$ cat src/rtl/pgl_pkg.sv
// Shared constants, stage types and digit helpers for the grid locator pipeline.
`default_nettype none
package pgl_pkg;

  localparam int unsigned RAW_W  = 24;
  localparam int unsigned MAG_W  = 23;
  localparam int unsigned OFF_W  = 24;

  localparam logic [23:0] FULL_SCALE     = 24'd8388607;
  localparam logic [22:0] HALF_SCALE     = 23'd4194303;
  localparam logic [23:0] MOST_NEG_RAW   = 24'h800000;
  localparam logic [26:0] LAT_UDEG_SCALE = 27'd90000000;
  localparam logic [27:0] LON_UDEG_SCALE = 28'd180000000;
  localparam logic [6:0]  LAT_DEG        = 7'd90;
  localparam logic [7:0]  LON_DEG        = 8'd180;
  localparam logic [11:0] SUB_SCALE      = 12'd2160;

  localparam logic [7:0]  DIV10_MUL      = 8'd205;
  localparam int unsigned DIV10_SHIFT    = 11;
  localparam int unsigned DIV20_SHIFT    = 12;
  localparam logic [9:0]  DIV3_MUL       = 10'd683;
  localparam int unsigned DIV3_SHIFT     = 11;
  localparam logic [4:0]  FIELD_LON_DIV  = 5'd20;
  localparam logic [3:0]  FIELD_LAT_DIV  = 4'd10;
  localparam logic [1:0]  SUB_DIV3       = 2'd3;

  localparam logic [6:0]  CHAR_UPPER_A   = 7'd65;
  localparam logic [5:0]  CHAR_DIGIT_0   = 6'd48;
  localparam logic [6:0]  CHAR_LOWER_A   = 7'd97;
  localparam logic [6:0]  CHAR_UPPER_S   = 7'd83;

  typedef struct packed {
    logic             valid;
    logic             ok;
    logic [3:0]       src;
    logic [3:0]       sta;
    logic             lat_neg;
    logic             lon_neg;
    logic [MAG_W-1:0] lat_mag;
    logic [MAG_W-1:0] lon_mag;
    logic [OFF_W-1:0] lat_off;
    logic [OFF_W-1:0] lon_off;
  } prep_t;

  typedef struct packed {
    logic        valid;
    logic        ok;
    logic [3:0]  src;
    logic [3:0]  sta;
    logic        lat_neg;
    logic        lon_neg;
    logic [49:0] lat_num;
    logic [50:0] lon_num;
    logic [30:0] plat_num;
    logic [31:0] plon_num;
    logic [35:0] slat_num;
    logic [35:0] slon_num;
  } prod_t;

  typedef struct packed {
    logic        valid;
    logic        ok;
    logic [3:0]  src;
    logic [3:0]  sta;
    logic        lat_neg;
    logic        lon_neg;
    logic [26:0] lat_q;
    logic [27:0] lon_q;
    logic [7:0]  plat;
    logic [8:0]  plon;
    logic [12:0] slat;
    logic [12:0] slon;
  } quo_t;

endpackage
`default_nettype wire

$ cat src/rtl/pgl_prep.sv
// Stage 1: beat capture, nibble split, saturation, magnitude and offset forms.
`default_nettype none
module pgl_prep (
  input  wire logic                         clk,
  input  wire logic                         rst_n,
  input  wire logic                         accept,
  input  wire logic [7:0]                   type_byte,
  input  wire logic [7:0]                   flags_byte,
  input  wire logic [pgl_pkg::RAW_W-1:0]    lat_raw,
  input  wire logic [pgl_pkg::RAW_W-1:0]    lon_raw,
  output pgl_pkg::prep_t                    stage_r
);

  pgl_pkg::prep_t          stage_nxt;
  logic [pgl_pkg::RAW_W-1:0] lat_sat;
  logic [pgl_pkg::RAW_W-1:0] lon_sat;
  logic [pgl_pkg::RAW_W-1:0] lat_abs;
  logic [pgl_pkg::RAW_W-1:0] lon_abs;

  always_comb begin
    lat_sat = (lat_raw == pgl_pkg::MOST_NEG_RAW) ? (~pgl_pkg::FULL_SCALE + 24'd1) : lat_raw;
    lon_sat = (lon_raw == pgl_pkg::MOST_NEG_RAW) ? (~pgl_pkg::FULL_SCALE + 24'd1) : lon_raw;
    lat_abs = lat_sat[23] ? (~lat_sat + 24'd1) : lat_sat;
    lon_abs = lon_sat[23] ? (~lon_sat + 24'd1) : lon_sat;

    stage_nxt.valid   = accept;
    stage_nxt.ok      = flags_byte[7];
    stage_nxt.src     = type_byte[7:4];
    stage_nxt.sta     = type_byte[3:0];
    stage_nxt.lat_neg = lat_sat[23];
    stage_nxt.lon_neg = lon_sat[23];
    stage_nxt.lat_mag = lat_abs[pgl_pkg::MAG_W-1:0];
    stage_nxt.lon_mag = lon_abs[pgl_pkg::MAG_W-1:0];
    stage_nxt.lat_off = lat_sat + pgl_pkg::FULL_SCALE;
    stage_nxt.lon_off = lon_sat + pgl_pkg::FULL_SCALE;
  end

  always_ff @(posedge clk) begin
    if (!rst_n) begin
      stage_r <= '0;
    end else begin
      stage_r <= stage_nxt;
    end
  end

endmodule
`default_nettype wire

$ cat config.mk
export PLATFORM = sky130hd
export DESIGN_NAME = pgl_prep
export DESIGN_NICKNAME = d
export VERILOG_FILES = /design/src/rtl/pgl_pkg.sv /design/src/rtl/pgl_prep.sv
export SDC_FILE = /design/constraint.sdc
export NUM_CORES = 1
export LEC_CHECK = 0
export ABC_CLOCK_PERIOD_IN_PS = 6600
export CORE_MARGIN = 2
export CORE_UTILIZATION = 40
export DETAILED_ROUTE_END_ITERATION = 7
export DONT_BUFFER_PORTS = 1
export GPL_TIMING_DRIVEN = 0
export PLACE_DENSITY = 0.52
export RECOVER_POWER = 25
export SYNTH_ARGS = -nofsm -noshare
export SYNTH_HDL_FRONTEND = slang
export SYNTH_SLANG_ARGS = --single-unit
$ cat constraint.sdc
create_clock -name clk -period 6.6 [get_ports clk]
set_input_delay 0.33 -clock clk [delete_from_list [all_inputs] [get_ports clk]]
set_output_delay 0.33 -clock clk [all_outputs]
set_load 0.03 [all_outputs]
Yosys cells after proc, flatten, opt, wreduce, memory -nomap -nowiden

Cells that the tools add are included.

Flip-flop bits (word level): 106
Bits of input ports: 67
Output and inout bits: 106
Word-level logic and storage cells: 22

Add/sub/neg operators: 4
Equality and inequality tests: 2
Muxes and demuxes: 4
Bitwise logic cells: 2

Operators by type and width:

| kind                                           | count |
|---|---|
| adder 24 x 23 -> 24 bit, second input constant | 2 |
| == test 24 bit, second input constant          | 2 |
| two-way mux 24 bit                             | 2 |
| adder 23 x 1 -> 23 bit, second input constant  | 2 |
| two-way mux 23 bit                             | 2 |
| NOT 23 bit                                     | 2 |

Depth between registers and ports, before layout

Depth in word-level cells: 5
Gate-level depth with buffers: 11
Depth with buffers taken out: 8

Worst setup path after synthesis

Ideal clock, no wire load.

Kind: in2reg
Start point: in lat_raw[4] in the netlist's numbering
End point: reg stage_r[79] in the netlist's numbering
Setup time: 128 ps
Data arrival time: 2942 ps
Required time: 6472 ps
Slack: 3531 ps
Stages on the path: 11
Path buffers: 3
Cell sequence: buf_4 -> or4_1 -> or4_1 -> buf_2 -> o31a_1 -> ha_1 -> or3b_2 -> clkbuf_1 -> o21ai_0 -> xor2_1 -> nor2_1

Cells in the longest elaborated chain, start to end: 5

Ends and longest elaborated chain:

| item                   | line           | RTL |
|---|---|---|
| start, declared        | pgl_prep.sv:9  | `input wire logic [pgl_pkg::RAW_W-1:0] lat_raw,` |
| == test 24 bit         | pgl_prep.sv:21 | `lat_sat = (lat_raw == pgl_pkg::MOST_NEG_RAW) ? (~pgl_pkg::FULL_SCALE + 24'd1) : lat_raw;` |
| two-way mux 24 bit (*) | pgl_prep.sv:21 |  |
| NOT 23 bit             | pgl_prep.sv:23 | `lat_abs = lat_sat[23] ? (~lat_sat + 24'd1) : lat_sat;` |
| adder 23 x 1 -> 23 bit | pgl_prep.sv:23 |  |
| two-way mux 23 bit (*) | pgl_prep.sv:23 |  |
| end signal, assigned   | pgl_prep.sv:42 | `stage_r <= stage_nxt;` |
| end, declared          | pgl_prep.sv:11 | `output pgl_pkg::prep_t stage_r` |

Mark *: on every way between the ends. The rest lies on a longest branch, timed or not.
A chain may end at the register's enable or synchronous reset.

Worst setup path after layout

Ends and elaborated chain as after synthesis.

==> reports/metrics.yaml <==
ctsLongestPathBuffers: 2
seq_power_share: 0.542
ys_ff_latch: 106
p_sw_frac: 0.291
setup_tns_ns: 0
status: "complete, no violations"
setup_viol: 0
hold_violations: 0
io_pins: 173
cts_max_level: 3
drive_gt1_frac: 0.0629
synth_nets: 627
antenna_cells: 0
post_cts_resized: 0
largest_registers: "stage_r x106"
root_buffer: "clkbuf_16"
path_common_cell: "or4_1"
yosysWarnings: 0
tightest_slew_ns: 1.07
fin_hold_ws_ns: 0.0961
synth_top_area_frac: 0.434
slew_headroom: 0.279
num_vias: 4243
gp_congestion: 0.858
rsz0062_at_grt: "no"
grt_pass1_vias: 3973
layout_min_cycle_time_ns: 3.18
switchingPower_mw: 0.421
maxCapViolCount: 0
crit_path_end_kind: "flop"
ys_types: 59
synth_edf_count: 0
comb_power_share: 0.090
synth_area_per_cell_um2: 8.80
startpoint: "lat_raw[4]"
core_area_mm2: 0.0120
tritoncts: "done"
largest_reg_flops: 106
syn2layout_area_growth_pct: 9.80
clock_sinks: 106
post_cts_buffers: 0
crit_chain: "buf_4 > or4_1 > or4_1 > buf_2 > o31a_1 > ha_1 > or3b_2 > clkbuf_1 > o21ai_0 > xor2_1 > nor2_1"
peakVddDrop_uv: 102
grt_first_pass_wirelength_mm: 22.7
viasPerCell: 5.90
worstPathRequired_ns: 6.82
cts_made_buffers: 9
p_leak_nw: 1.89
yosysSeqAreaShare: 0.434
first_pass_iters: 5
ant_nets: 0
synth_ff_type: "dfxtp_1"
drt_drc_violations_left: 0
netlist_area_mm2: 0.00489
fin_nets: 638
hp-class: "primary input to flop"
p_per_area_mw_per_mm2: 270
fmaxAchievable_mhz: 314
initial_utilization: 0.409
rows: 40
port_buffers: 0
period_share: 0.482
worstPathMaxFanout: 10
slowest_stage: "or4_1"
wl_mm: 15.2
hp-start: "type_byte[7]"
antenna_found_initial: 0
die_h_um: 115
slew_violations: 0
holdBufCountCts: 0
top_register: "stage_r"
dr.first_iter.drc_count: 249
dpl.cell_count: 703
yosys-top-cells-area: "dfxtp_1, mux2i_1, nor2_1, nand2_1, clkbuf_1"
clk_pin_slew_worst_paths_ns: 0.07
wl_per_cell_um: 21.1
synth_top_cell_by_area: "dfxtp_1"
cpPeakStageDelay_ns: 0.60
grt_max_degree: 18
p_int_mw: 1.03
async_reset_ff_frac: 0
cp.arrival_ns: 3.40
overflow: 0
fin_cells: 719
crit_path_start_kind: "primary input"
p_clk_frac: 0.368
die-area_mm2: 0.0131
synthCells: 556
grtUsageTotal: 0.230
die_x_um: 115
place_hpwl_mm: 10.9
critPathKind: "primary input to flop"
[per-stage QoR]
step / util / setup slack, ns / total power [mW] / instance area (µm²)
5_1_grt: 0.449 / 3.21 / 1.51 / 5370
4_1_cts: 0.449 / 3.44 / 1.47 / 5370
3_5_place_dp: 0.424 / 3.07 / 0.931 / 5080
3_3_place_gp: 0.424 / 3.06 / 0.930 / 5080
6_report: 0.449 / 3.42 / 1.45 / 5370
2_1_floorplan: - / 3.53 / 0.891 / 4890
[kinds of logic (layout without fill, tap and decap cells)]
logic type,after synthesis,after routing,share of synthesized area
mux,24,24,0.0491
simple gates,232,232,0.266
flops,106,106,0.434
buf+inv,54,70,0.0445
xor+xnor,23,23,0.0412
compound gates,113,113,0.155
fa+ha+maj,4,4,0.0102
[per-layer routing]
layer,vias up,global-route usage,share of wire
li1,2049,-,-
met3,30,0.0731,0.083
met1,1972,0.273,0.40
met5,-,0,0
met4,0,0.0935,0.024
met2,192,0.385,0.49
[placed cells by master, fill, tap and decap left out, drive strengths merged, types with 8 or more instances in the layout]
cell    Yosys  layout
nor3       22      22
o31ai      11      11
or3        20      20
mux2i      24      24
nor2       42      42
inv        11      12
or4        20      20
xor2       11      11
nand3      12      12
nand2      38      38
dfxtp     106     106
clkbuf     37      47
nor4       17      17
a21oi      27      27
a31oi       8       8
and2       14      14
o21ai      26      26
nand2b     17      17
xnor2      12      12
[power by group through the flow]
stage	sequential, mW	combinational [mW]	clock [mW]
finish	0.785	0.131	0.533
global route	0.789	0.144	0.578
CTS	0.787	0.131	0.549
detailed placement	0.801	0.129	0
global placement	0.802	0.128	0
floorplan	0.794	0.0967	0
[area by class of cell]
class / count / area [µm²]
plain buffers: 43 / 176
flip-flops and latches: 106 / 2120
fillers: 1177 / 6590
inverters: 11 / 41.3
clock inverters: 6 / 66.3
well taps: 147 / 184
multi-input cells: 396 / 2550
clock buffers: 10 / 229
[path summary, 6_finish.rpt]
kind | to | depth (start not counted) | slack, ns
max | stage_r[79]$_SDFF_PN0_ | 11 | 3.42
min | stage_r[103]$_SDFF_PN0_ | 1 | 0.1
[critical path, delay by kind of cell]
family                   cells  cell delay [ns]
AO/OA/AOI/OAI                2             0.53
XOR/XNOR                     1             0.17
adder cells (fa/ha/maj)      1             0.25
buffers and inverters        3             0.79
AND/OR/NAND/NOR              4             1.33
[Yosys cell counts, types with 8 or more instances]
cell type,number
a21oi_1,27
mux2i_1,24
xnor2_1,12
xor2_1,11
nand2_1,38
a31oi_1,8
nor4_1,14
or4_1,18
dfxtp_1,106
nor3_1,22
nand2b_1,17
inv_1,11
clkbuf_1,37
o21ai_0,26
nor2_1,42
nand3_1,12
or3_1,20
and2_1,14
o31ai_1,11
No activity file was read; power rests on OpenSTA's default activity.
