File: src/rtl/pgl_pkg.sv
// Shared constants, stage types and digit helpers for the grid locator pipeline.
`default_nettype none
package pgl_pkg;

  localparam int unsigned RAW_W  = 24;
  localparam int unsigned MAG_W  = 23;
  localparam int unsigned OFF_W  = 24;

  localparam logic [23:0] FULL_SCALE     = 24'd8388607;
  localparam logic [22:0] HALF_SCALE     = 23'd4194303;
  localparam logic [23:0] MOST_NEG_RAW   = 24'h800000;
  localparam logic [26:0] LAT_UDEG_SCALE = 27'd90000000;
  localparam logic [27:0] LON_UDEG_SCALE = 28'd180000000;
  localparam logic [6:0]  LAT_DEG        = 7'd90;
  localparam logic [7:0]  LON_DEG        = 8'd180;
  localparam logic [11:0] SUB_SCALE      = 12'd2160;

  localparam logic [7:0]  DIV10_MUL      = 8'd205;
  localparam int unsigned DIV10_SHIFT    = 11;
  localparam int unsigned DIV20_SHIFT    = 12;
  localparam logic [9:0]  DIV3_MUL       = 10'd683;
  localparam int unsigned DIV3_SHIFT     = 11;
  localparam logic [4:0]  FIELD_LON_DIV  = 5'd20;
  localparam logic [3:0]  FIELD_LAT_DIV  = 4'd10;
  localparam logic [1:0]  SUB_DIV3       = 2'd3;

  localparam logic [6:0]  CHAR_UPPER_A   = 7'd65;
  localparam logic [5:0]  CHAR_DIGIT_0   = 6'd48;
  localparam logic [6:0]  CHAR_LOWER_A   = 7'd97;
  localparam logic [6:0]  CHAR_UPPER_S   = 7'd83;

  typedef struct packed {
    logic             valid;
    logic             ok;
    logic [3:0]       src;
    logic [3:0]       sta;
    logic             lat_neg;
    logic             lon_neg;
    logic [MAG_W-1:0] lat_mag;
    logic [MAG_W-1:0] lon_mag;
    logic [OFF_W-1:0] lat_off;
    logic [OFF_W-1:0] lon_off;
  } prep_t;

  typedef struct packed {
    logic        valid;
    logic        ok;
    logic [3:0]  src;
    logic [3:0]  sta;
    logic        lat_neg;
    logic        lon_neg;
    logic [49:0] lat_num;
    logic [50:0] lon_num;
    logic [30:0] plat_num;
    logic [31:0] plon_num;
    logic [35:0] slat_num;
    logic [35:0] slon_num;
  } prod_t;

  typedef struct packed {
    logic        valid;
    logic        ok;
    logic [3:0]  src;
    logic [3:0]  sta;
    logic        lat_neg;
    logic        lon_neg;
    logic [26:0] lat_q;
    logic [27:0] lon_q;
    logic [7:0]  plat;
    logic [8:0]  plon;
    logic [12:0] slat;
    logic [12:0] slon;
  } quo_t;

endpackage
`default_nettype wire

File: src/rtl/pgl_scale.sv
// Stages 2 and 3: constant multiplies, then exact division by the full-scale value.
`default_nettype none
module pgl_scale (
  input  wire logic  clk,
  input  wire logic  rst_n,
  input  wire pgl_pkg::prep_t prep_i,
  output pgl_pkg::quo_t  quo_r
);

  pgl_pkg::prod_t prod_nxt;
  pgl_pkg::prod_t prod_r;
  pgl_pkg::quo_t  quo_nxt;
  logic [28:0]    lat_div;
  logic [28:0]    lon_div;
  logic [28:0]    plat_div;
  logic [28:0]    plon_div;
  logic [28:0]    slat_div;
  logic [28:0]    slon_div;

  // floor(x / (2^23 - 1)) by folding the high part back onto the low part
  function automatic logic [28:0] div_full_scale(input logic [51:0] x);
    logic [28:0] hi;
    logic [29:0] fold1;
    logic [6:0]  carry;
    logic [23:0] fold2;
    logic [28:0] q;
    hi    = x[51:23];
    fold1 = 30'(hi) + 30'(x[22:0]);
    carry = fold1[29:23];
    fold2 = 24'(carry) + 24'(fold1[22:0]);
    q     = hi + 29'(carry) + 29'(fold2 >= pgl_pkg::FULL_SCALE);
    return q;
  endfunction

  always_comb begin
    prod_nxt.valid    = prep_i.valid;
    prod_nxt.ok       = prep_i.ok;
    prod_nxt.src      = prep_i.src;
    prod_nxt.sta      = prep_i.sta;
    prod_nxt.lat_neg  = prep_i.lat_neg;
    prod_nxt.lon_neg  = prep_i.lon_neg;
    prod_nxt.lat_num  = 50'(pgl_pkg::LAT_UDEG_SCALE) * 50'(prep_i.lat_mag)
                        + 50'(pgl_pkg::HALF_SCALE);
    prod_nxt.lon_num  = 51'(pgl_pkg::LON_UDEG_SCALE) * 51'(prep_i.lon_mag)
                        + 51'(pgl_pkg::HALF_SCALE);
    prod_nxt.plat_num = 31'(pgl_pkg::LAT_DEG) * 31'(prep_i.lat_off);
    prod_nxt.plon_num = 32'(pgl_pkg::LON_DEG) * 32'(prep_i.lon_off);
    prod_nxt.slat_num = 36'(pgl_pkg::SUB_SCALE) * 36'(prep_i.lat_off);
    prod_nxt.slon_num = 36'(pgl_pkg::SUB_SCALE) * 36'(prep_i.lon_off);
  end

  always_comb begin
    lat_div  = div_full_scale(52'(prod_r.lat_num));
    lon_div  = div_full_scale(52'(prod_r.lon_num));
    plat_div = div_full_scale(52'(prod_r.plat_num));
    plon_div = div_full_scale(52'(prod_r.plon_num));
    slat_div = div_full_scale(52'(prod_r.slat_num));
    slon_div = div_full_scale(52'(prod_r.slon_num));

    quo_nxt.valid   = prod_r.valid;
    quo_nxt.ok      = prod_r.ok;
    quo_nxt.src     = prod_r.src;
    quo_nxt.sta     = prod_r.sta;
    quo_nxt.lat_neg = prod_r.lat_neg;
    quo_nxt.lon_neg = prod_r.lon_neg;
    quo_nxt.lat_q   = lat_div[26:0];
    quo_nxt.lon_q   = lon_div[27:0];
    quo_nxt.plat    = plat_div[7:0];
    quo_nxt.plon    = plon_div[8:0];
    quo_nxt.slat    = slat_div[12:0];
    quo_nxt.slon    = slon_div[12:0];
  end

  always_ff @(posedge clk) begin
    if (!rst_n) begin
      prod_r <= '0;
      quo_r  <= '0;
    end else begin
      prod_r <= prod_nxt;
      quo_r  <= quo_nxt;
    end
  end

endmodule
`default_nettype wire

File: config.mk
export PLATFORM = sky130hd
export DESIGN_NAME = pgl_scale
export DESIGN_NICKNAME = d
export VERILOG_FILES = /design/src/rtl/pgl_pkg.sv /design/src/rtl/pgl_scale.sv
export SDC_FILE = /design/constraint.sdc
export NUM_CORES = 2
export LEC_CHECK = 0
export ABC_AREA = 1
export BUFFER_PORTS_ARGS = -buffer_cell sky130_fd_sc_hd__buf_2
export CAP_MARGIN = 10
export CORE_UTILIZATION = 59
export DETAILED_ROUTE_END_ITERATION = 8
export GPL_ROUTABILITY_DRIVEN = 0
export PLACE_DENSITY = 0.8
export RECOVER_POWER = 25
export SLEW_MARGIN = 20
export SYNTH_ARGS = -nofsm -noshare
export SYNTH_HDL_FRONTEND = slang
export SYNTH_SLANG_ARGS = --single-unit
File: constraint.sdc
create_clock -name clk -period 6.92 [get_ports clk]
set_input_delay 0.346 -clock clk [delete_from_list [all_inputs] [get_ports clk]]
set_output_delay 0.346 -clock clk [all_outputs]
set_load 0.005 [all_outputs]
# ---- After elaboration in Yosys (flattened, before gate mapping)
# Cells that the tools add are included.
dict set report word_totals {
  elab_cells 66
  input_bits 108
  ff_bits 358
  output_inout_bits 110
}
dict set report op_classes {
  magnitude_cmp 6
  mul 6
  add_sub_neg 26
}
# op n
set op_table {}
lappend op_table {{$ge A24 B23 Y1 const B} 6}
lappend op_table {{$add A1 B23 Y24} 4}
lappend op_table {{$mul A20 B23 Y43 const A} 2}
lappend op_table {{$mul A8 B24 Y32 const A} 2}
lappend op_table {{$mul A6 B24 Y30 const A} 2}
lappend op_table {{$add A13 B1 Y13} 4}
lappend op_table {{$add A51 B22 Y51 const B} 1}
lappend op_table {{$add A50 B22 Y50 const B} 1}
lappend op_table {{$add A13 B23 Y24} 2}
lappend op_table {{$add A28 B23 Y29} 1}
lappend op_table {{$add A27 B23 Y28} 1}
lappend op_table {{$add A28 B1 Y28} 1}
lappend op_table {{$add A28 B6 Y28} 1}
lappend op_table {{$add A27 B1 Y27} 1}
lappend op_table {{$add A27 B5 Y27} 1}
lappend op_table {{$add A5 B23 Y24} 1}
lappend op_table {{$add A6 B23 Y24} 1}
lappend op_table {{$add A8 B23 Y24} 1}
lappend op_table {{$add A9 B23 Y24} 1}
lappend op_table {{$add A9 B1 Y9} 2}
lappend op_table {{$add A8 B1 Y8} 2}

# ---- Logic depth before layout (Yosys ltp)
dict set report logic_depth {
  word_depth 4
  mapped_depth 54
  mapped_depth_nobuf 54
}

# ---- Worst setup path after synthesis
# OpenSTA, ideal clock, no wires.
dict set report synth_timing {
  path_type {register to register}
  start {reg prod_r[192] (netlist bit)}
  end {reg quo_r[97] (netlist bit)}
  period_less_slack_ps 6628
  setup_slack_ps 292
  stages_incl_launch_ff 54
  n_path_buf 0
  setup_ps 80
  required_time_ps 6840
  arrival_ps 6548
  path_cell_list {dfxtp_1 -> ha_1 -> inv_1 -> fa_1 -> inv_1 -> nand3_1 -> nand2_1 -> nand2_1 -> nand3_1 -> a21oi_1 -> o21bai_1 -> a21oi_1 -> o21ai_0 -> nand3_1 -> nand2_1 -> xor2_1 -> fa_1 -> nand2_1 -> (+18 left out) -> fa_1 -> fa_1 -> nand2_1 -> nand2_1 -> a21oi_1 -> nor2_1 -> o21ai_0 -> nor2_1 -> nand2_1 -> nor2_1 -> nand2_1 -> inv_1 -> nand2_1 -> nor2_1 -> inv_1 -> nor3_1 -> nand2_1 -> nor3b_1}
}
dict set report synth_between {
  elab_chain_len 4
  word_cells_on_any_way 5
  classes_between {add/sub: 4; order compare: 1}
}
# element line_no
set synth_rtl {}
lappend synth_rtl {{start, declared} pgl_scale.sv:11} ;# pgl_pkg::prod_t prod_r;
lappend synth_rtl {{start signal, assigned} pgl_scale.sv:79} ;# prod_r <= prod_nxt;
lappend synth_rtl {{$add A27 B23 Y28 (*)} pgl_scale.sv:28} ;# fold1 = 30'(hi) + 30'(x[22:0]);
lappend synth_rtl {{$add A5 B23 Y24} pgl_scale.sv:30} ;# fold2 = 24'(carry) + 24'(fold1[22:0]);
lappend synth_rtl {{$ge A24 B23 Y1} pgl_scale.sv:31} ;# q = hi + 29'(carry) + 29'(fold2 >= pgl_pkg::FULL_SCALE);
lappend synth_rtl {{$add A27 B1 Y27 (*)} pgl_scale.sv:31}
lappend synth_rtl {{end signal, assigned} pgl_scale.sv:80} ;# quo_r <= quo_nxt;
lappend synth_rtl {{end, declared} pgl_scale.sv:7} ;# output pgl_pkg::quo_t quo_r
# Mark *: on every way between the ends. The rest lies on a longest branch, timed or not.
# A chain may end at the register's enable or synchronous reset.

# ---- Worst setup path in the final report
dict set report layout_timing {
  start {reg prod_r[192] (netlist bit)}
  end {reg quo_r[96] (netlist bit)}
}
# The elaborated chain is that of the path after synthesis.

==> summary.md <==
| Metric | Value |
|---|---|
| Status | completed |
| Via Count | 42520 |
| Fillcell total | approximately 6800 |
| Initial core utilization | between 50% and 60% |
| Avg Vias per Cell | 5.433 |
| Slew Viols, Final | 0 |
| Number of warning messages in the yosys log | 0 |
| Storage element area | 0.006638 mm^2 |
| Reg2Reg Launch Point | prod_r[192] |
| Die boundary height | around 290 um |
| Leftover overflow at the end of global routing | 0 |
| Dominant combinational cell family by area after synthesis | adder cells |
| Synthesized area per cell | 7.486 um^2 |
| Proportion of synthesized chip area in sequential cells | a little over an eighth |
| Top cell by count, worst path | nand2_1 |
| Top-area cell type share of the netlist area | 21.37% |
| Largest net degree at the start of global routing | 105 |
| I/O pin count | 218 |
| Simple logic cell fraction of the synthesized area | between 10% and 20% |
| Max FO, Critical Path | 6 |
| Clock buffers created by TritonCTS | 35 |
| Destination of the worst register-to-register timing path | quo_r[96] |
| RSZ-0062 raised after global routing | true |
| Largest area contributor in the netlist | fa_1 |
| Cell with the most instances after synthesis | inv_1 |
| H-tree levels | 2 |
| Number of nets at the end of the flow | 8148 |
| Antenna violations before repair | 3 |
| Xor and xnor fraction of the mapped netlist area | 3.154% |
| Final worst path period share | 95.41% |
| Full die area | 0.08339 mm^2 |
| Path category of the worst min-delay check | primary input to flip-flop |
| Most instantiated flip-flop cell in the synthesis netlist | dfxtp_1 |
| Setup slack of the worst register-to-register path | roughly 0.32 ns |
| Synthesized instance count | 6482 |
| Final Cell Area | between 0.05 and 0.06 mm^2 |
| Worst-case headroom to the max-slew limit | approximately a third |
| First-pass GRT wire length | 206400 um |
| Core Box Area | 0.08094 mm^2 |
| 1st-pass router iterations | 8 |
| TritonCTS clock tree | built |
| Insertion delay to the later sink of the worst-skew pair | 0.56 ns |
| Worst setup startpoint | prod_r[192] |
| Fmax achieved | 151.5 MHz |
| Timing endpoint of the critical path | quo_r[96] |
| Final min period | 6.602 ns |
| Reg2Reg Depth | 48 |
| Final setup skew | 0.01608 ns |
| Clock Path Buffers | 3 |
| Kind of start point of the critical path | flip-flop |
| Post-synth cell types | 63 |
| Clock root cell | clkbuf_16 |
| Synthesized Nets | 7890 |
| CP max stage delay | 0.38 ns |
| Clock edge transition at the registers on the reported setup and hold paths | roughly 0.060 ns |
| Antenna viol nets, final | 0 |
| Number of enable-type register cells in the synthesized netlist | 0 |
| Final Hold Viols | 0 |
| CP Capture Type | flip-flop |
| Compound-gate portion of the synthesized area | 10.91% |
| Multiplexer area fraction after synthesis | 0% |
| Area of placed instances | ~0.05 mm^2 |
| Dominant cells by area after synthesis | fa_1, ha_1, dfxtp_1, inv_1, nand2_1 |
| Number of global-route vias before repair | 42610 |
| Number of buffers inserted by port buffering | 217 |
| Proportion of layout cells with a drive suffix above 1 | 5.381% |
| Max-Cap Viols | 0 |
| WS Path Type | flip-flop to flip-flop |
| Asr flop ratio synth | 0% |
| Final routed DRC violation total | 0 |
| Final setup violation count | 0 |
| Standard-cell rows | between 100 and 150 |
| Violation count after the first detailed-route iteration | approximately 3200 |
| WL/cell | 16.02 um |
| Sink count of the clock tree | between 300 and 400 |
| Area added between synthesis and finish | 8.249% |
| Multi-input gate area | 0.03611 mm^2 |
| DP HPWL | 105900 um |
| Netlist Area Pre-Place | 0.04852 mm^2 |
| Max stage delay cell, worst path | dfxtp_4 |
| Required @ worst endpoint | 7.41 ns |
| Drt total wl | 125400 um |
| Most numerous cell types in the synthesized netlist | inv_1, nand2_1, ha_1, nor2_1, fa_1 |
| Fraction of the mapped netlist area in adder cells | 41.54% |
| Worst-Margin Slew | 0.9933 ns |
| Die span in x | just under 300 um |
| Arrival time at the worst endpoint | 7.09 ns |
| Overall routing resource usage | 30.57% |
| Post-synthesis sequential element count | 331 |
-- critical path: cells and delay by family, from the launching register on --
kind | cells | cell delay, ns
fa+ha+maj | 3 | 0.86
compound gates | 9 | 1.35
xor+xnor | 1 | 0.16
simple gates | 32 | 3.50
buf+inv | 3 | 0.26
flops | 1 | 0.38
-- per-stage QoR --
stage	worst slack, ns	TNS [ns]	std cells	hold slack, ns	utilization (%)
3_3_place_gp	0.1019	0	7747	0.3971	62.98
6_report	0.3179	0	7827	0.06298	64.89
3_5_place_dp	-0.2264	-1.037	7747	0.3976	62.98
5_1_grt	-0.2735	-0.9111	7827	0.06223	64.89
2_1_floorplan	0.2920	0	6482	0.3737	-
4_1_cts	0.03809	0	7816	0.03782	64.53
-- routing by layer --
layer / part of all wire [%] / up-vias / GRT usage (%) / wire length, um
met5: 0 / - / 0 / 0
met3: 6.8 / 274 / 3.476 / 8502
li1: - / 20980 / - / -
met4: 3.3 / 0 / 9.763 / 4178
met2: 48 / 1489 / 53.09 / 60050
met1: 42 / 19780 / 39.61 / 52650
-- state kept, by name, summed over array words and instances (netlist names) --
signal / count
prod_r: 221
quo_r: 110
-- kinds of logic (layout without fill, tap and decap cells) --
group           after synthesis  count (layout)
simple gates               2090            2090
buf+inv                    1617            1900
fa+ha+maj                  1300            1300
compound gates              971             971
flops                       331             331
xor+xnor                    173             173
other cells                   0               2
-- cell usage in the layout (no fill, tap or decap), types with 75 or more instances in the layout --
master | netlist | layout
inv_1 | 1574 | 1574
buf_2 | 1 | 150
o21ai_0 | 304 | 298
dfxtp_1 | 331 | 326
nor2_1 | 560 | 542
nand3_1 | 223 | 220
ha_1 | 782 | 772
nand4_1 | 75 | 75
nand2_1 | 1031 | 1024
fa_1 | 518 | 515
nor3_1 | 80 | 79
xor2_1 | 113 | 112
a21oi_1 | 485 | 475
-- worst min path at each step --
stage | start | to | slack (ns) | cells after the start
floorplan | rst_n | prod_r[192] | 0.37 | 0
global placement | prod_r[241] | quo_r[103] | 0.40 | 2
detailed placement | prod_r[246] | quo_r[108] | 0.40 | 2
CTS | prep_i[97] | prod_r[239] | 0.04 | 3
global route | prep_i[97] | prod_r[239] | 0.06 | 3
finish | prep_i[97] | prod_r[239] | 0.06 | 3
-- layout make-up --
class                   count  share of cell area [%]
well taps                1060                   2.525
multi-input cells        4534                   68.75
repair buffers            259                   2.563
inverters                1579                   11.29
flip-flops and latches    331                   12.64
diodes                      2                0.009529
clock inverters            13                  0.2811
clock buffers              49                   1.944
-- what timing repair did --
item | 4_1_cts | 5_1_grt
resized for setup | 5 | 77
setup buffers | 0 | 9
hold buffers | 7 | 0
endpoints found under the setup margin | 9 | 28
endpoints found under the hold margin | 7 | 0
pin swaps | 0 | 30
Power is left out: the tool's default activity adds up to more than one toggle a clock period on the data nets, which glitch-free logic cannot reach.
