**src/rtl/pgl_pkg.sv**
```systemverilog
// Shared constants, stage types and digit helpers for the grid locator pipeline.
`default_nettype none
package pgl_pkg;

  localparam int unsigned RAW_W  = 24;
  localparam int unsigned MAG_W  = 23;
  localparam int unsigned OFF_W  = 24;

  localparam logic [23:0] FULL_SCALE     = 24'd8388607;
  localparam logic [22:0] HALF_SCALE     = 23'd4194303;
  localparam logic [23:0] MOST_NEG_RAW   = 24'h800000;
  localparam logic [26:0] LAT_UDEG_SCALE = 27'd90000000;
  localparam logic [27:0] LON_UDEG_SCALE = 28'd180000000;
  localparam logic [6:0]  LAT_DEG        = 7'd90;
  localparam logic [7:0]  LON_DEG        = 8'd180;
  localparam logic [11:0] SUB_SCALE      = 12'd2160;

  localparam logic [7:0]  DIV10_MUL      = 8'd205;
  localparam int unsigned DIV10_SHIFT    = 11;
  localparam int unsigned DIV20_SHIFT    = 12;
  localparam logic [9:0]  DIV3_MUL       = 10'd683;
  localparam int unsigned DIV3_SHIFT     = 11;
  localparam logic [4:0]  FIELD_LON_DIV  = 5'd20;
  localparam logic [3:0]  FIELD_LAT_DIV  = 4'd10;
  localparam logic [1:0]  SUB_DIV3       = 2'd3;

  localparam logic [6:0]  CHAR_UPPER_A   = 7'd65;
  localparam logic [5:0]  CHAR_DIGIT_0   = 6'd48;
  localparam logic [6:0]  CHAR_LOWER_A   = 7'd97;
  localparam logic [6:0]  CHAR_UPPER_S   = 7'd83;

  typedef struct packed {
    logic             valid;
    logic             ok;
    logic [3:0]       src;
    logic [3:0]       sta;
    logic             lat_neg;
    logic             lon_neg;
    logic [MAG_W-1:0] lat_mag;
    logic [MAG_W-1:0] lon_mag;
    logic [OFF_W-1:0] lat_off;
    logic [OFF_W-1:0] lon_off;
  } prep_t;

  typedef struct packed {
    logic        valid;
    logic        ok;
    logic [3:0]  src;
    logic [3:0]  sta;
    logic        lat_neg;
    logic        lon_neg;
    logic [49:0] lat_num;
    logic [50:0] lon_num;
    logic [30:0] plat_num;
    logic [31:0] plon_num;
    logic [35:0] slat_num;
    logic [35:0] slon_num;
  } prod_t;

  typedef struct packed {
    logic        valid;
    logic        ok;
    logic [3:0]  src;
    logic [3:0]  sta;
    logic        lat_neg;
    logic        lon_neg;
    logic [26:0] lat_q;
    logic [27:0] lon_q;
    logic [7:0]  plat;
    logic [8:0]  plon;
    logic [12:0] slat;
    logic [12:0] slon;
  } quo_t;

endpackage
`default_nettype wire

```
**src/rtl/pgl_fmt.sv**
```systemverilog
// Stage 4: signed microdegrees and locator character split into the result register.
`default_nettype none
module pgl_fmt (
  input  wire logic         clk,
  input  wire logic         rst_n,
  input  wire pgl_pkg::quo_t quo_i,
  output logic              valid_r,
  output logic [3:0]        source_kind_r,
  output logic [3:0]        station_kind_r,
  output logic              position_ok_r,
  output logic signed [27:0] lat_microdeg_r,
  output logic signed [28:0] lon_microdeg_r,
  output logic [6:0]        field_lon_char_r,
  output logic [6:0]        field_lat_char_r,
  output logic [5:0]        square_lon_char_r,
  output logic [5:0]        square_lat_char_r,
  output logic [6:0]        sub_lon_char_r,
  output logic [6:0]        sub_lat_char_r
);

  logic [16:0] flon_prod;
  logic [4:0]  flon_q;
  logic [8:0]  flon_rem;
  logic [15:0] flat_prod;
  logic [4:0]  flat_q;
  logic [7:0]  flat_rem;
  logic [9:0]  slon_hi;
  logic [20:0] slon_prod;
  logic [7:0]  slon_q3;
  logic [9:0]  slon_r3;
  logic [9:0]  slat_hi;
  logic [20:0] slat_prod;
  logic [7:0]  slat_q3;
  logic [9:0]  slat_r3;
  logic [27:0] lat_md;
  logic [28:0] lon_md;

  logic        valid_nxt;
  logic signed [27:0] lat_microdeg_nxt;
  logic signed [28:0] lon_microdeg_nxt;
  logic [6:0]  field_lon_char_nxt;
  logic [6:0]  field_lat_char_nxt;
  logic [5:0]  square_lon_char_nxt;
  logic [5:0]  square_lat_char_nxt;
  logic [6:0]  sub_lon_char_nxt;
  logic [6:0]  sub_lat_char_nxt;

  always_comb begin
    flon_prod = 17'(quo_i.plon) * 17'(pgl_pkg::DIV10_MUL);
    flon_q    = 5'(flon_prod >> pgl_pkg::DIV20_SHIFT);
    flon_rem  = quo_i.plon - 9'(flon_q) * 9'(pgl_pkg::FIELD_LON_DIV);

    flat_prod = 16'(quo_i.plat) * 16'(pgl_pkg::DIV10_MUL);
    flat_q    = 5'(flat_prod >> pgl_pkg::DIV10_SHIFT);
    flat_rem  = quo_i.plat - 8'(flat_q) * 8'(pgl_pkg::FIELD_LAT_DIV);

    slon_hi   = quo_i.slon[12:3];
    slon_prod = 21'(slon_hi) * 21'(pgl_pkg::DIV3_MUL);
    slon_q3   = 8'(slon_prod >> pgl_pkg::DIV3_SHIFT);
    slon_r3   = slon_hi - 10'(slon_q3) * 10'(pgl_pkg::SUB_DIV3);

    slat_hi   = quo_i.slat[12:3];
    slat_prod = 21'(slat_hi) * 21'(pgl_pkg::DIV3_MUL);
    slat_q3   = 8'(slat_prod >> pgl_pkg::DIV3_SHIFT);
    slat_r3   = slat_hi - 10'(slat_q3) * 10'(pgl_pkg::SUB_DIV3);

    lat_md = quo_i.lat_neg ? (~28'(quo_i.lat_q) + 28'd1) : 28'(quo_i.lat_q);
    lon_md = quo_i.lon_neg ? (~29'(quo_i.lon_q) + 29'd1) : 29'(quo_i.lon_q);

    valid_nxt = quo_i.valid;
    if (quo_i.ok) begin
      lat_microdeg_nxt    = $signed(lat_md);
      lon_microdeg_nxt    = $signed(lon_md);
      field_lon_char_nxt  = pgl_pkg::CHAR_UPPER_A + 7'(flon_q);
      field_lat_char_nxt  = pgl_pkg::CHAR_UPPER_A + 7'(flat_q);
      square_lon_char_nxt = pgl_pkg::CHAR_DIGIT_0 + 6'(flon_rem[4:1]);
      square_lat_char_nxt = pgl_pkg::CHAR_DIGIT_0 + 6'(flat_rem[3:0]);
      sub_lon_char_nxt    = pgl_pkg::CHAR_LOWER_A + 7'({slon_r3[1:0], quo_i.slon[2:0]});
      sub_lat_char_nxt    = pgl_pkg::CHAR_LOWER_A + 7'({slat_r3[1:0], quo_i.slat[2:0]});
    end else begin
      lat_microdeg_nxt    = '0;
      lon_microdeg_nxt    = '0;
      field_lon_char_nxt  = '0;
      field_lat_char_nxt  = '0;
      square_lon_char_nxt = '0;
      square_lat_char_nxt = '0;
      sub_lon_char_nxt    = '0;
      sub_lat_char_nxt    = '0;
    end
  end

  always_ff @(posedge clk) begin
    if (!rst_n) begin
      valid_r <= 1'b0;
    end else begin
      valid_r <= valid_nxt;
    end
  end

  always_ff @(posedge clk) begin
    source_kind_r     <= quo_i.src;
    station_kind_r    <= quo_i.sta;
    position_ok_r     <= quo_i.ok;
    lat_microdeg_r    <= lat_microdeg_nxt;
    lon_microdeg_r    <= lon_microdeg_nxt;
    field_lon_char_r  <= field_lon_char_nxt;
    field_lat_char_r  <= field_lat_char_nxt;
    square_lon_char_r <= square_lon_char_nxt;
    square_lat_char_r <= square_lat_char_nxt;
    sub_lon_char_r    <= sub_lon_char_nxt;
    sub_lat_char_r    <= sub_lat_char_nxt;
  end

endmodule
`default_nettype wire

```
**config.mk**
```make
export PLATFORM = sky130hd
export DESIGN_NAME = pgl_fmt
export DESIGN_NICKNAME = d
export VERILOG_FILES = /design/src/rtl/pgl_pkg.sv /design/src/rtl/pgl_fmt.sv
export SDC_FILE = /design/constraint.sdc
export NUM_CORES = 1
export LEC_CHECK = 0
export BUFFER_PORTS_ARGS = -buffer_cell sky130_fd_sc_hd__buf_2
export CAP_MARGIN = 40
export CELL_PAD_IN_SITES_DETAIL_PLACEMENT = 0
export CELL_PAD_IN_SITES_GLOBAL_PLACEMENT = 1
export CORE_UTILIZATION = 25
export DETAILED_ROUTE_END_ITERATION = 6
export PLACE_DENSITY_LB_ADDON = 0.1
export SLEW_MARGIN = 10
export SYNTH_ARGS = -nofsm -noshare
export SYNTH_HDL_FRONTEND = slang
export SYNTH_SLANG_ARGS = --single-unit
```
**constraint.sdc**
```tcl
create_clock -name clk -period 6.8 [get_ports clk]
set_clock_uncertainty 0.05 [all_clocks]
set_input_delay 0.34 -clock clk [delete_from_list [all_inputs] [get_ports clk]]
set_output_delay 0.34 -clock clk [all_outputs]
set_load 0.1 [all_outputs]
```
# [Word level (Yosys, flattened, before mapping)]
# Cells that the tools add are included.
[op_classes] bitwise_logic=2 n_mul=8 reduce_logical=2 n_mux=2 addsub=12
[ops] op="10-bit by 10-bit multiplier with 19-bit output (second input constant)" count=2
[ops] op="29-bit by 1-bit adder with 29-bit output (second input constant)" count=1
[ops] op="28-bit NOT with 29-bit output" count=1
[ops] op="28-bit by 1-bit adder with 28-bit output (second input constant)" count=1
[ops] op="28-bit 2-to-1 mux" count=1
[ops] op="27-bit NOT with 28-bit output" count=1
[ops] op="27-bit 2-to-1 mux" count=1
[ops] op="9-bit by 8-bit multiplier with 17-bit output (second input constant)" count=1
[ops] op="8-bit by 2-bit multiplier with 2-bit output (second input constant)" count=2
[ops] op="8-bit by 8-bit multiplier with 16-bit output (second input constant)" count=1
[ops] op="6-bit by 6-bit adder with 7-bit output (first input constant)" count=2
[ops] op="7-bit by 5-bit adder with 7-bit output (first input constant)" count=2
[ops] op="5-bit by 5-bit adder with 6-bit output (first input constant)" count=2
[ops] op="5-bit by 3-bit multiplier with 3-bit output (second input constant)" count=2
[ops] op="5-bit subtractor" count=1
[ops] op="2-bit AND reduction" count=2
[ops] op="2-bit subtractor" count=2
[ops] op="4-bit subtractor" count=1
[totals] elab_cells=40 regBits=107

# [Logic depth before layout (Yosys ltp)]
# Gate-level depths: netlist (run 1).
[logic_depth] depth_word=4 mapped_depth=22

# [Worst setup path after synthesis (run 1)]
# Ideal clock, no wire load.
[synth_path] path_type="input -> register" from="input port quo_i[4] (netlist bit)" to="register sub_lon_char_r[4]" required_time_ps=6635 n_path_buf=0 slack_ps=1701 setup_time_ps=115 arrival_ps=4934 path_stages=22 path_cell_list="ha_1 -> inv_1 -> fa_1 -> inv_1 -> fa_1 -> inv_1 -> fa_1 -> inv_1 -> ha_1 -> ha_1 -> a2111oi_0 -> o21a_1 -> nor2_1 -> xor2_1 -> ha_1 -> xor2_1 -> xnor2_1 -> xnor2_1 -> xnor2_1 -> xnor2_1 -> xor2_1 -> and2_1"
[synth_via] elab_chain_len=4
[synth_lines] item="start, declared" line_no="pgl_fmt.sv:6" rtl="input wire pgl_pkg::quo_t quo_i,"
[synth_lines] item="10-bit by 10-bit multiplier with 19-bit output" line_no="pgl_fmt.sv:58" rtl="slon_prod = 21'(slon_hi) * 21'(pgl_pkg::DIV3_MUL);"
[synth_lines] item="8-bit by 2-bit multiplier with 2-bit output" line_no="pgl_fmt.sv:60" rtl="slon_r3 = slon_hi - 10'(slon_q3) * 10'(pgl_pkg::SUB_DIV3);"
[synth_lines] item="2-bit subtractor (*)" line_no="pgl_fmt.sv:60"
[synth_lines] item="6-bit by 6-bit adder with 7-bit output (*)" line_no="pgl_fmt.sv:78" rtl="sub_lon_char_nxt = pgl_pkg::CHAR_LOWER_A + 7'({slon_r3[1:0], quo_i.slon[2:0]});"
[synth_lines] item="end signal, assigned" line_no="pgl_fmt.sv:110" rtl="sub_lon_char_r <= sub_lon_char_nxt;"
[synth_lines] item="end, declared" line_no="pgl_fmt.sv:17" rtl="output logic [6:0] sub_lon_char_r,"
# Mark *: on every way between the ends. The rest lies on a longest branch, timed or not.
# A chain may end at the register's enable or synchronous reset.

# [Worst setup path in the final report (run 1)]
# Ends and elaborated chain as after synthesis.

==> results of run 1 <==
cells in the mapped netlist, types with 4 or more instances:
library cell	n	area (um^2)
sky130_fd_sc_hd__inv_1	173	649
sky130_fd_sc_hd__ha_1	169	2110
sky130_fd_sc_hd__dfxtp_1	102	2040
sky130_fd_sc_hd__xnor2_1	78	683
sky130_fd_sc_hd__and2_1	76	475
sky130_fd_sc_hd__fa_1	59	1180
sky130_fd_sc_hd__o21ai_0	26	130
sky130_fd_sc_hd__xor2_1	23	201
sky130_fd_sc_hd__nor2_1	19	71.3
sky130_fd_sc_hd__clkbuf_1	18	67.6
sky130_fd_sc_hd__nand2_1	18	67.6
sky130_fd_sc_hd__o31ai_1	15	113
sky130_fd_sc_hd__nor2b_1	14	87.6
sky130_fd_sc_hd__or3_1	12	75.1
sky130_fd_sc_hd__o21a_1	11	82.6
sky130_fd_sc_hd__nand3_1	10	50.1
sky130_fd_sc_hd__a21oi_1	8	40.0
sky130_fd_sc_hd__or4_1	7	52.6
sky130_fd_sc_hd__nand2b_1	6	37.5
sky130_fd_sc_hd__nand4_1	6	37.5
sky130_fd_sc_hd__nor3_1	6	30.0
sky130_fd_sc_hd__o41ai_1	6	52.6
sky130_fd_sc_hd__buf_4	5	37.5
sky130_fd_sc_hd__nor4_1	5	31.3
sky130_fd_sc_hd__a2111oi_0	4	35.0
sky130_fd_sc_hd__nand3b_1	4	30.0
final timing paths:
check / start / depth (start not counted) / to / slack, ps
setup / recovery: quo_i[4] / 23 / sub_lon_char_r[4] / 1510
hold / removal: quo_i[109] / 2 / valid_r / 130
cell type report:
cell class                 instances  area share
timing repair buffer             230       0.111
tap                              455      0.0521
inverter                         173      0.0595
sequential                       102       0.187
clock buffer                       9      0.0206
multi-input combinational        629       0.561
clock inverter                     7     0.00916
antenna                            1    0.000229
sequential cells by signal (all words and copies together) (netlist names):
signal             cells
lon_microdeg_r        29
lat_microdeg_r        28
sub_lat_char_r         7
sub_lon_char_r         7
field_lat_char_r       6
field_lon_char_r       6
square_lon_char_r      5
source_kind_r          4
square_lat_char_r      4
station_kind_r         4
position_ok_r          1
valid_r                1
worst max-delay path, stage by stage:
cell                        delay (ps)
sky130_fd_sc_hd__buf_2             140
sky130_fd_sc_hd__ha_1              360
sky130_fd_sc_hd__inv_1              80
sky130_fd_sc_hd__fa_1              500
sky130_fd_sc_hd__inv_1              60
sky130_fd_sc_hd__fa_1              530
sky130_fd_sc_hd__inv_1              50
sky130_fd_sc_hd__fa_1              540
sky130_fd_sc_hd__inv_1              50
sky130_fd_sc_hd__ha_1              280
sky130_fd_sc_hd__ha_1              210
sky130_fd_sc_hd__a2111oi_0         580
sky130_fd_sc_hd__o21a_1            210
sky130_fd_sc_hd__nor2_1             50
sky130_fd_sc_hd__xor2_1            140
sky130_fd_sc_hd__ha_1              190
sky130_fd_sc_hd__xor2_1            150
sky130_fd_sc_hd__xnor2_1           180
sky130_fd_sc_hd__xnor2_1           150
sky130_fd_sc_hd__xnor2_1           120
sky130_fd_sc_hd__xnor2_1           300
sky130_fd_sc_hd__xor2_1            100
sky130_fd_sc_hd__and2_1            160
report_power, final:
part / leakage [nW] / total, mW / switching (mW) / internal (mW)
logic: 4.52 / 2.50 / 1.61 / 0.886
clock network: 0.158 / 0.569 / 0.271 / 0.298
registers: 0.851 / 0.720 / 0.0268 / 0.693
logic make-up after synthesis:
group	after synthesis	share of synthesized area
XOR/XNOR	101	0.0992
flip-flops	102	0.229
AND/OR/NAND/NOR	196	0.130
buffers and inverters	197	0.0850
multiplexers	3	0.00337
AO/OA/AOI/OAI	101	0.0840
adder cells (fa/ha/maj)	228	0.369
per-layer routing:
metal,track usage,wire length (um)
met1,0.171,11200
met2,0.203,10300
met3,0.0171,884
met5,0,0
met4,0.0422,333
==> flow_summary.rst, run 1 <==
.. list-table::
   :header-rows: 1

   * - Metric
     - Value
   * - Non-Filler Instances
     - 1606
   * - Clock Sinks
     - 102
   * - Portion of the post-synthesis area used by sequential elements
     - 0.229
   * - Mapped Cells
     - 928
   * - Net count of the finished layout
     - 1485
   * - Post-placement worst setup slack
     - 1040 ps
   * - Commonest non-fill, non-tap cells in the layout
     - sky130_fd_sc_hd__buf_2 (219), sky130_fd_sc_hd__inv_1 (173), sky130_fd_sc_hd__ha_1 (169)
   * - Overall global routing resource usage
     - 0.126
   * - Number of vias per cell
     - 4.16
   * - Element type at the critical path start
     - primary input
   * - Initial Utilization
     - 0.256
   * - Clock input transition at the sequential cells of the worst setup and hold paths
     - 80 ps
   * - Area used by sequential logic in the layout
     - 2040 um^2
   * - Minimum hold slack
     - 132 ps
   * - Area taken by multi-input logic gates
     - 6120 um^2
   * - Flops & latches, synth
     - 102
   * - Placed Area
     - 10500 um^2
   * - Total negative slack
     - 0 ps
   * - Count of max-cap constraint violations
     - 0
   * - Die H
     - 191 um
   * - Number of buffers inserted during clock tree synthesis
     - 9
   * - Number of global-route vias before repair
     - 6767
   * - Total number of yosys warnings
     - 0
   * - Critical Path RT
     - 7000 ps
   * - Global-route wire length before repair
     - 35.6 mm
   * - Mapped Nets
     - 1268
   * - Placed instance count
     - 1581
   * - Max H-tree Level
     - 3
   * - Root buffer cell
     - sky130_fd_sc_hd__clkbuf_16
   * - Average wire per standard cell
     - 14.2 um
   * - PnR worst setup slack
     - 1510 ps
   * - Fraction of final layout cells sized beyond drive strength 1
     - 0.217
   * - Maximum VDD drop
     - 0.000149 V
   * - I/O pin total
     - 219
   * - DR DRC count
     - 0
   * - Number of buffers on the longest clock path
     - 2
   * - Critical Path Fanout Max
     - 5
   * - Maximum clock frequency
     - 189 MHz
   * - Rel. slew slack
     - 0.409
   * - Hold-fix buffers, CTS
     - 8
   * - P per Cell Area
     - 347 nW/um^2
   * - Synth Area per Inst
     - 9.61 um^2
   * - Setup CP Type
     - in -> reg
   * - Count of endpoints failing setup in the final report
     - 0
   * - Filler cells
     - 3734
   * - Remaining global-route overflow
     - 0
   * - DR vias
     - 6683
   * - Total wirelength of the detailed-routed design
     - 22.8 mm
   * - Placeable core area
     - 34800 um^2
   * - CTS tree
     - done
   * - Result of the run
     - finished clean
   * - Most common flop cell mapped by yosys
     - sky130_fd_sc_hd__dfxtp_1
   * - Iter 0 DRT Violations
     - 176
   * - Layout Utilization
     - 0.314
   * - Post-DRT Antenna Nets
     - 0
   * - Finished layout cell area
     - 10900 um^2
   * - Post-synth cell types
     - 58
   * - Transition time at the pin with the least slew margin
     - 886 ps
   * - Setup crit end kind
     - flop
   * - Detailed-router iteration count before antenna repair
     - 4
   * - Count of final max-slew check failures
     - 0
   * - Number of enable flip-flop cells after synthesis
     - 0
   * - Layout area overhead
     - 22.4%
   * - Number of input and output port buffers inserted
     - 218
   * - Worst hold path type
     - in -> reg
   * - Die outline area
     - 36400 um^2
   * - Die Width
     - 191 um
   * - Most common cell after layout, fill and taps aside
     - sky130_fd_sc_hd__buf_2
   * - Number of instances resized during post-cts repair
     - 0
   * - Rows
     - 68
   * - Leakage Power
     - 5.53 nW
   * - RSZ-0062 raised after global routing
     - no
   * - Detailed placer's ending HPWL
     - 19.4 mm
   * - Asr flop ratio synth
     - 0
   * - Final GP Congestion
     - 0.773
   * - Initial antenna violation count
     - 1
   * - Post-synthesis instance area
     - 8920 um^2
   * - Crit path time final
     - 5290 ps
   * - Final total power
     - 3.79 mW
   * - Endpoints failing hold
     - 0
   * - CP arrival
     - 5490 ps
   * - Final cycle utilization of the critical path
     - 0.777
   * - Largest net degree at the start of global routing
     - 51
   * - Setup Fix Bufs, Post-CTS
     - 0
Note: power is estimated with default switching activity, not from simulation.
==> inputs of run 2 (changes only) <==
==> constraint.sdc (replaced) <==
create_clock -name clk -period 5.19 [get_ports clk]
set_clock_uncertainty 0.05 [all_clocks]
set_input_delay 0.2595 -clock clk [delete_from_list [all_inputs] [get_ports clk]]
set_output_delay 0.2595 -clock clk [all_outputs]
set_load 0.1 [all_outputs]
==> flow_summary.rst, run 2 (synthesis gave the netlist of run 1 again) <==
.. list-table::
   :header-rows: 1

   * - Metric
     - Value
   * - RSZ-0062 raised after global routing
     - no
   * - Die Width
     - 191 um (unchanged)
   * - Iter 0 DRT Violations
     - 199 (+13%)
   * - Max H-tree Level
     - 3 (unchanged)
   * - Maximum clock frequency
     - 208 MHz
   * - Total wirelength of the detailed-routed design
     - 23.0 mm (+1.2%)
   * - Number of vias per cell
     - 4.20 (+0.85%)
   * - Rel. slew slack
     - 0.573 (+0.164)
   * - Post-DRT Antenna Nets
     - 0 (unchanged)
   * - Remaining global-route overflow
     - 0 (unchanged)
   * - Share of total power in the clock network
     - 0.145 (-0.005)
   * - Commonest non-fill, non-tap cells in the layout
     - sky130_fd_sc_hd__buf_2 (218), sky130_fd_sc_hd__inv_1 (173), sky130_fd_sc_hd__ha_1 (169)
   * - Net count of the finished layout
     - 1522 (+2.5%)
   * - Final cycle utilization of the critical path
     - 0.928
   * - Finished layout cell area
     - 11200 um^2 (+2.5%)
   * - Initial Utilization
     - 0.256 (unchanged)
   * - PnR worst setup slack
     - 374 ps (-1140 ps)
   * - Largest registers
     - lon_microdeg_r x29, lat_microdeg_r x28
   * - Net Sw Frac
     - 0.495 (-0.00919)
   * - Endpoints failing hold
     - 0 (unchanged)
   * - Flip-flop count of the largest register, all copies and words added
     - 29 (unchanged)
   * - Element type at the critical path start
     - primary input
   * - Largest net degree at the start of global routing
     - 73 (+43%)
   * - Root buffer cell
     - sky130_fd_sc_hd__clkbuf_16
   * - Count of max-cap constraint violations
     - 0 (unchanged)
   * - Post-placement worst setup slack
     - -133 ps (-1170 ps)
   * - Setup crit end kind
     - flop
   * - Most common cell after layout, fill and taps aside
     - sky130_fd_sc_hd__buf_2
   * - Placeable core area
     - 34800 um^2 (unchanged)
   * - Crit path time final
     - 4820 ps
   * - Placed instance count
     - 1618 (+2.3%)
   * - Count of endpoints failing setup in the final report
     - 0 (unchanged)
   * - Layout Utilization
     - 0.322 (+0.00791)
   * - CP arrival
     - 5020 ps (-470 ps)
   * - Leakage Power
     - 5.71 nW (+3.2%)
   * - Placed Area
     - 10800 um^2 (+2.5%)
   * - Die H
     - 191 um (unchanged)
   * - Initial antenna violation count
     - 2 (+1)
   * - Worst hold path type
     - in -> reg
   * - CTS tree
     - done
   * - Non-Filler Instances
     - 1644 (+2.4%)
   * - Number of buffers inserted during clock tree synthesis
     - 9 (unchanged)
   * - Overall global routing resource usage
     - 0.130 (+0.00406)
   * - Final GP Congestion
     - 0.785 (+1.5%)
   * - Average wire per standard cell
     - 14.0 um (-1.1%)
   * - Comb pwr share
     - 0.670 (+0.010)
   * - Switching power total
     - 2.53 mW (+32%)
   * - P per Cell Area
     - 456 nW/um^2 (+32%)
   * - Highest cell delay on the worst timing path
     - 540 ps (-40 ps)
   * - Number of buffers on the longest clock path
     - 2 (unchanged)
   * - Count of final max-slew check failures
     - 0 (unchanged)
   * - Filler cells
     - 3730 (-0.11%)
   * - DR vias
     - 6899 (+3.2%)
   * - Proportion of power drawn by flip-flops and latches
     - 0.184 (-0.006)
   * - Setup CP Type
     - in -> reg
   * - Start point of the critical path
     - quo_i[8]
   * - Number of global-route vias before repair
     - 7219 (+6.7%)
   * - Clock Sinks
     - 102 (unchanged)
   * - Transition time at the pin with the least slew margin
     - 640 ps (-246 ps)
   * - Global-route wire length before repair
     - 37.1 mm (+4.1%)
   * - Capturing element of the worst setup path
     - sub_lon_char_r[4]
   * - Cell-internal power
     - 2.58 mW (+37%)
   * - DR DRC count
     - 0 (unchanged)
   * - Fraction of final layout cells sized beyond drive strength 1
     - 0.242 (+0.0253)
   * - I/O pin total
     - 219 (unchanged)
   * - Maximum VDD drop
     - 0.000197 V (+33%)
   * - Layout area overhead
     - 25.5%
   * - Result of the run
     - finished clean
   * - Critical Path RT
     - 5390 ps (-1610 ps)
   * - Setup Fix Bufs, Post-CTS
     - 0 (unchanged)
   * - Number of input and output port buffers inserted
     - 218 (unchanged)
   * - Sequence of cells on the critical path
     - buf_2 -> ha_1 -> ha_1 -> fa_1 -> fa_1 -> inv_1 -> fa_1 -> inv_1 -> ha_1 -> a2111oi_2 -> buf_4 -> o21a_1 -> nor2_1 -> xor2_1 -> ha_1 -> xor2_1 -> xnor2_1 -> xnor2_1 -> xnor2_1 -> xnor2_1 -> xor2_1 -> and2_1
   * - Rows
     - 68 (unchanged)
   * - Clock input transition at the sequential cells of the worst setup and hold paths
     - 80 ps (about the same)
   * - CP max-delay cell
     - sky130_fd_sc_hd__fa_1
   * - Die outline area
     - 36400 um^2 (unchanged)
   * - Register containing the most flip-flops in the final layout
     - lon_microdeg_r
   * - Critical Path Fanout Max
     - 3 (-2)
   * - Detailed placer's ending HPWL
     - 19.7 mm (+1.6%)
   * - Detailed-router iteration count before antenna repair
     - 6 (+2)
-- run 2: cell count changes in the layout (fill, tap and decap cells not counted), sizes merged --
cell | previous run | this run
buf | 222 | 259
diode | 1 | 2
-- run 2: power groups by stage --
stage | clock network (mW) | registers [mW] | logic [mW]
final | 0.742 | 0.942 | 3.43
after detailed placement | 0 | 0.962 | 3.46
after floorplan | 0 | 1.79 | 1.81
after global placement | 0 | 0.963 | 3.47
after CTS | 0.781 | 0.946 | 3.49
after global routing | 0.812 | 0.954 | 3.84
-- run 2: critical path, delay by kind of cell --
family                     cells  cell delay [ps]
adders and majority gates      7             2630
xor gates and xnor gates       7             1120
AOI/OAI and AO/OA              2              410
buffers and inverters          4              390
and+or+nand+nor                2              200
-- run 2: cell type report --
type / count / area, um^2 / share of cell area
inverters: 173 / 649 / 0.0580
flip-flops and latches: 102 / 2040 / 0.182
clock inverters: 7 / 100 / 0.00894
clock buffers: 9 / 225 / 0.0201
diodes: 2 / 5.00 / 0.000447
multi-input cells: 629 / 6130 / 0.547
repair buffers: 267 / 1480 / 0.132
well taps: 455 / 569 / 0.0508
-- run 2: per-stage QoR --
step | setup TNS, ps | power (mW) | hold WS, ps
after floorplan | 0 | 3.60 | 237
after global placement | -80.0 | 4.43 | 312
after detailed placement | -211 | 4.43 | 314
after CTS | 0 | 5.22 | 33.8
after global routing | 0 | 5.61 | 58.1
final | 0 | 5.11 | 55.8
-- run 2: how the worst min path moves through the flow --
stage	startpoint	to	slack, ps	cells past startpoint
floorplan	quo_i[108]	position_ok_r	240	0
global placement	quo_i[100]	station_kind_r[0]	310	1
detailed placement	quo_i[100]	station_kind_r[0]	310	1
CTS	quo_i[109]	valid_r	30	2
global route	quo_i[109]	valid_r	60	2
finish	quo_i[109]	valid_r	60	2
-- run 2: per-layer routing --
metal / track usage / vias up / share of wire
li1: - / 3557 / -
met1: 0.174 / 3197 / 0.49
met2: 0.213 / 136 / 0.46
met3: 0.0231 / 9 / 0.044
met4: 0.0326 / 0 / 0.0091
met5: 0 / - / 0
-- run 2: timing repair --
item | 4_1_cts | 5_1_grt
gates resized for setup | 0 | 2
hold buffers | 8 | 0
endpoints found under the setup margin | 0 | 2
endpoints found under the hold margin | 8 | 0
==> inputs of run 3 (changes only) <==
--- a/config.mk
+++ b/config.mk
@@ -11,6 +11,7 @@
 export CELL_PAD_IN_SITES_GLOBAL_PLACEMENT = 1
 export CORE_UTILIZATION = 25
 export DETAILED_ROUTE_END_ITERATION = 6
+export GPL_TIMING_DRIVEN = 0
 export PLACE_DENSITY_LB_ADDON = 0.1
 export SLEW_MARGIN = 10
 export SYNTH_ARGS = -nofsm -noshare
==> flow_summary.rst, run 3 (synthesis gave the netlist of run 1 again) <==
.. list-table::
   :header-rows: 1

   * - Metric
     - Value
   * - Critical Path Fanout Max
     - 4 (+1)
   * - RSZ-0062 raised after global routing
     - no
   * - Final cycle utilization of the critical path
     - 0.940 (+0.0123)
   * - Total wirelength of the detailed-routed design
     - 23.8 mm (+3.4%)
   * - Area taken by multi-input logic gates
     - 6180 um^2 (+0.86%)
   * - Commonest non-fill, non-tap cells in the layout
     - sky130_fd_sc_hd__buf_2 (217), sky130_fd_sc_hd__inv_1 (173), sky130_fd_sc_hd__ha_1 (168)
   * - Detailed placer's ending HPWL
     - 20.4 mm (+3.3%)
   * - Proportion of power drawn by flip-flops and latches
     - 0.185 (about the same)
   * - Detailed-router iteration count before antenna repair
     - 6 (unchanged)
   * - Cell-internal power
     - 2.51 mW (-2.6%)
   * - Most common cell after layout, fill and taps aside
     - sky130_fd_sc_hd__buf_2
   * - Count of endpoints failing setup in the final report
     - 0 (unchanged)
   * - Global Route met3 Usage
     - 0.0229 (-0.000184)
   * - Final total power
     - 5.07 mW (-0.75%)
   * - Share of total power in the clock network
     - 0.145 (about the same)
   * - Critical Path RT
     - 5400 ps (about the same)
   * - P per Cell Area
     - 459 nW/um^2 (+0.51%)
   * - Filler cells
     - 3744 (+0.38%)
   * - Sum of buffers and inverters on the critical path
     - 3 (-1)
   * - Finished layout cell area
     - 11100 um^2 (-1.3%)
   * - Initial Utilization
     - 0.256 (unchanged)
   * - Most common cell type on the critical path
     - sky130_fd_sc_hd__ha_1
   * - Largest registers
     - lon_microdeg_r x29, lat_microdeg_r x28
   * - WHS Path Cells
     - 2 (unchanged)
   * - Clock input transition at the sequential cells of the worst setup and hold paths
     - 90 ps (about the same)
   * - Setup crit end kind
     - flop
   * - Met1 Usage GRT
     - 0.177 (+0.00347)
   * - Maximum clock frequency
     - 205 MHz (-1.3%)
   * - Rows
     - 68 (unchanged)
   * - CP max-delay cell
     - sky130_fd_sc_hd__fa_1
   * - Final GP Congestion
     - 0.760 (-3.2%)
   * - Die H
     - 191 um (unchanged)
   * - Net Sw Frac
     - 0.505 (+0.00937)
   * - Die Width
     - 191 um (unchanged)
   * - Overall global routing resource usage
     - 0.134 (+0.00383)
   * - Transition time at the pin with the least slew margin
     - 805 ps (+164 ps)
   * - Number of buffers inserted during clock tree synthesis
     - 9 (unchanged)
   * - Gr busiest metal
     - met2
   * - Maximum VDD drop
     - 0.000247 V (+25%)
   * - Remaining global-route overflow
     - 0 (unchanged)
   * - Highest cell delay on the worst timing path
     - 550 ps (about the same)
   * - Met2 usage
     - 0.220 (+0.00697)
   * - Clock Sinks
     - 102 (unchanged)
   * - Number of global-route vias before repair
     - 7022 (-2.7%)
   * - Fraction of final layout cells sized beyond drive strength 1
     - 0.218 (-0.0242)
   * - Flip-flop count of the largest register, all copies and words added
     - 29 (unchanged)
   * - Worst hold path type
     - in -> reg
   * - Average wire per standard cell
     - 14.6 um (+4.3%)
   * - Switching power total
     - 2.56 mW (+1.1%)
   * - Initial antenna violation count
     - 2 (unchanged)
   * - Sequence of cells on the critical path
     - buf_2 -> ha_1 -> ha_1 -> fa_1 -> fa_1 -> inv_1 -> fa_1 -> inv_1 -> ha_1 -> a2111oi_4 -> o21a_1 -> nor2_1 -> xor2_1 -> ha_1 -> xor2_1 -> xnor2_1 -> xnor2_1 -> xnor2_2 -> xnor2_2 -> xor2_1 -> and2_1
   * - Area used by sequential logic in the layout
     - 2040 um^2 (unchanged)
   * - Element type at the critical path start
     - primary input
   * - Endpoints failing hold
     - 0 (unchanged)
   * - CP arrival
     - 5090 ps (+70 ps)
   * - Setup CP Type
     - in -> reg
   * - Count of final max-slew check failures
     - 0 (unchanged)
   * - Minimum hold slack
     - 63.1 ps (+7.28 ps)
   * - Number of input and output port buffers inserted
     - 216 (-0.92%)
   * - Number of buffers on the longest clock path
     - 2 (unchanged)
   * - Crit path depth
     - 21 (-4.5%)
   * - Largest net degree at the start of global routing
     - 20 (-73%)
   * - Post-DRT Antenna Nets
     - 0 (unchanged)
   * - Root buffer cell
     - sky130_fd_sc_hd__clkbuf_16
   * - Result of the run
     - finished clean
   * - DR vias
     - 6821 (-1.1%)
   * - Leakage Power
     - 5.57 nW (-2.4%)
   * - Placed Area
     - 10600 um^2 (-1.8%)
   * - Max H-tree Level
     - 3 (unchanged)
   * - Crit path time final
     - 4880 ps (+63.8 ps)
   * - Comb pwr share
     - 0.669 (about the same)
   * - DR DRC count
     - 0 (unchanged)
   * - Number of vias per cell
     - 4.19 (-0.22%)
   * - Setup Fix Bufs, Post-CTS
     - 0 (unchanged)
   * - Net count of the finished layout
     - 1507 (-0.99%)
   * - Global-route wire length before repair
     - 37.3 mm (+0.67%)
   * - CTS tree
     - done
   * - Placeable core area
     - 34800 um^2 (unchanged)
   * - Count of max-cap constraint violations
     - 0 (unchanged)
   * - Rel. slew slack
     - 0.464 (-0.109)
   * - Die outline area
     - 36400 um^2 (unchanged)
   * - Iter 0 DRT Violations
     - 176 (-12%)
   * - Register containing the most flip-flops in the final layout
     - lon_microdeg_r
   * - I/O pin total
     - 219 (unchanged)
   * - Layout area overhead
     - 23.9%
   * - Critical path's top delay family
     - adder cells
## run 3: cell types whose count changed in the layout (fill, tap and decap cells not counted), sizes merged
cell	delta
dlygate4sd3	+1
clkbuf	+18
clkinvlp	+1
buf	-34
inv	-1
## run 3: per-stage QoR
step	setup TNS (ps)	cells	worst slack [ps]	util
finish	0	1629	310	0.318
global route	0	1628	21.5	0.318
CTS	0	1627	41.1	0.317
detailed placement	-2800	1602	-680	0.304
global placement	-6910	1599	-1080	0.304
floorplan	0	928	172	-
## run 3: final timing paths
kind	to	slack, ps	from
max	sub_lon_char_r[4]	310	quo_i[8]
min	valid_r	60	quo_i[109]
## run 3: area by class of cell
type,count,share of cell area
Multi-Input combinational cell,629,0.559
Tap cell,455,0.0515
Antenna cell,2,0.000453
Buffer,24,0.00984
Sequential cell,102,0.185
Timing Repair Buffer,228,0.107
Inverter,173,0.0587
Clock inverter,7,0.00849
Clock buffer,9,0.0204
## run 3: routing by layer
metal | wire length (um) | share of wire
met1 | 11600 | 0.49
met2 | 10800 | 0.45
met3 | 1030 | 0.043
met4 | 448 | 0.019
met5 | 0 | 0
## run 3: timing repair
| item | in CTS | in global routing |
|---|---|---|
| resized for setup | 4 | 6 |
| cloned | 0 | 0 |
| hold buffers | 9 | 0 |
| endpoints found under the setup margin | 3 | 7 |
| hold endpoints to repair | 10 | 0 |
| pin swaps | 0 | 2 |
## run 3: power by group through the flow
stage / logic [mW] / registers, mW / clock network, mW
after floorplan: 1.81 / 1.79 / 0
final: 3.39 / 0.939 / 0.737
after global routing: 3.82 / 0.953 / 0.793
after CTS: 3.45 / 0.942 / 0.772
after global placement: 3.35 / 0.960 / 0
after detailed placement: 3.35 / 0.959 / 0
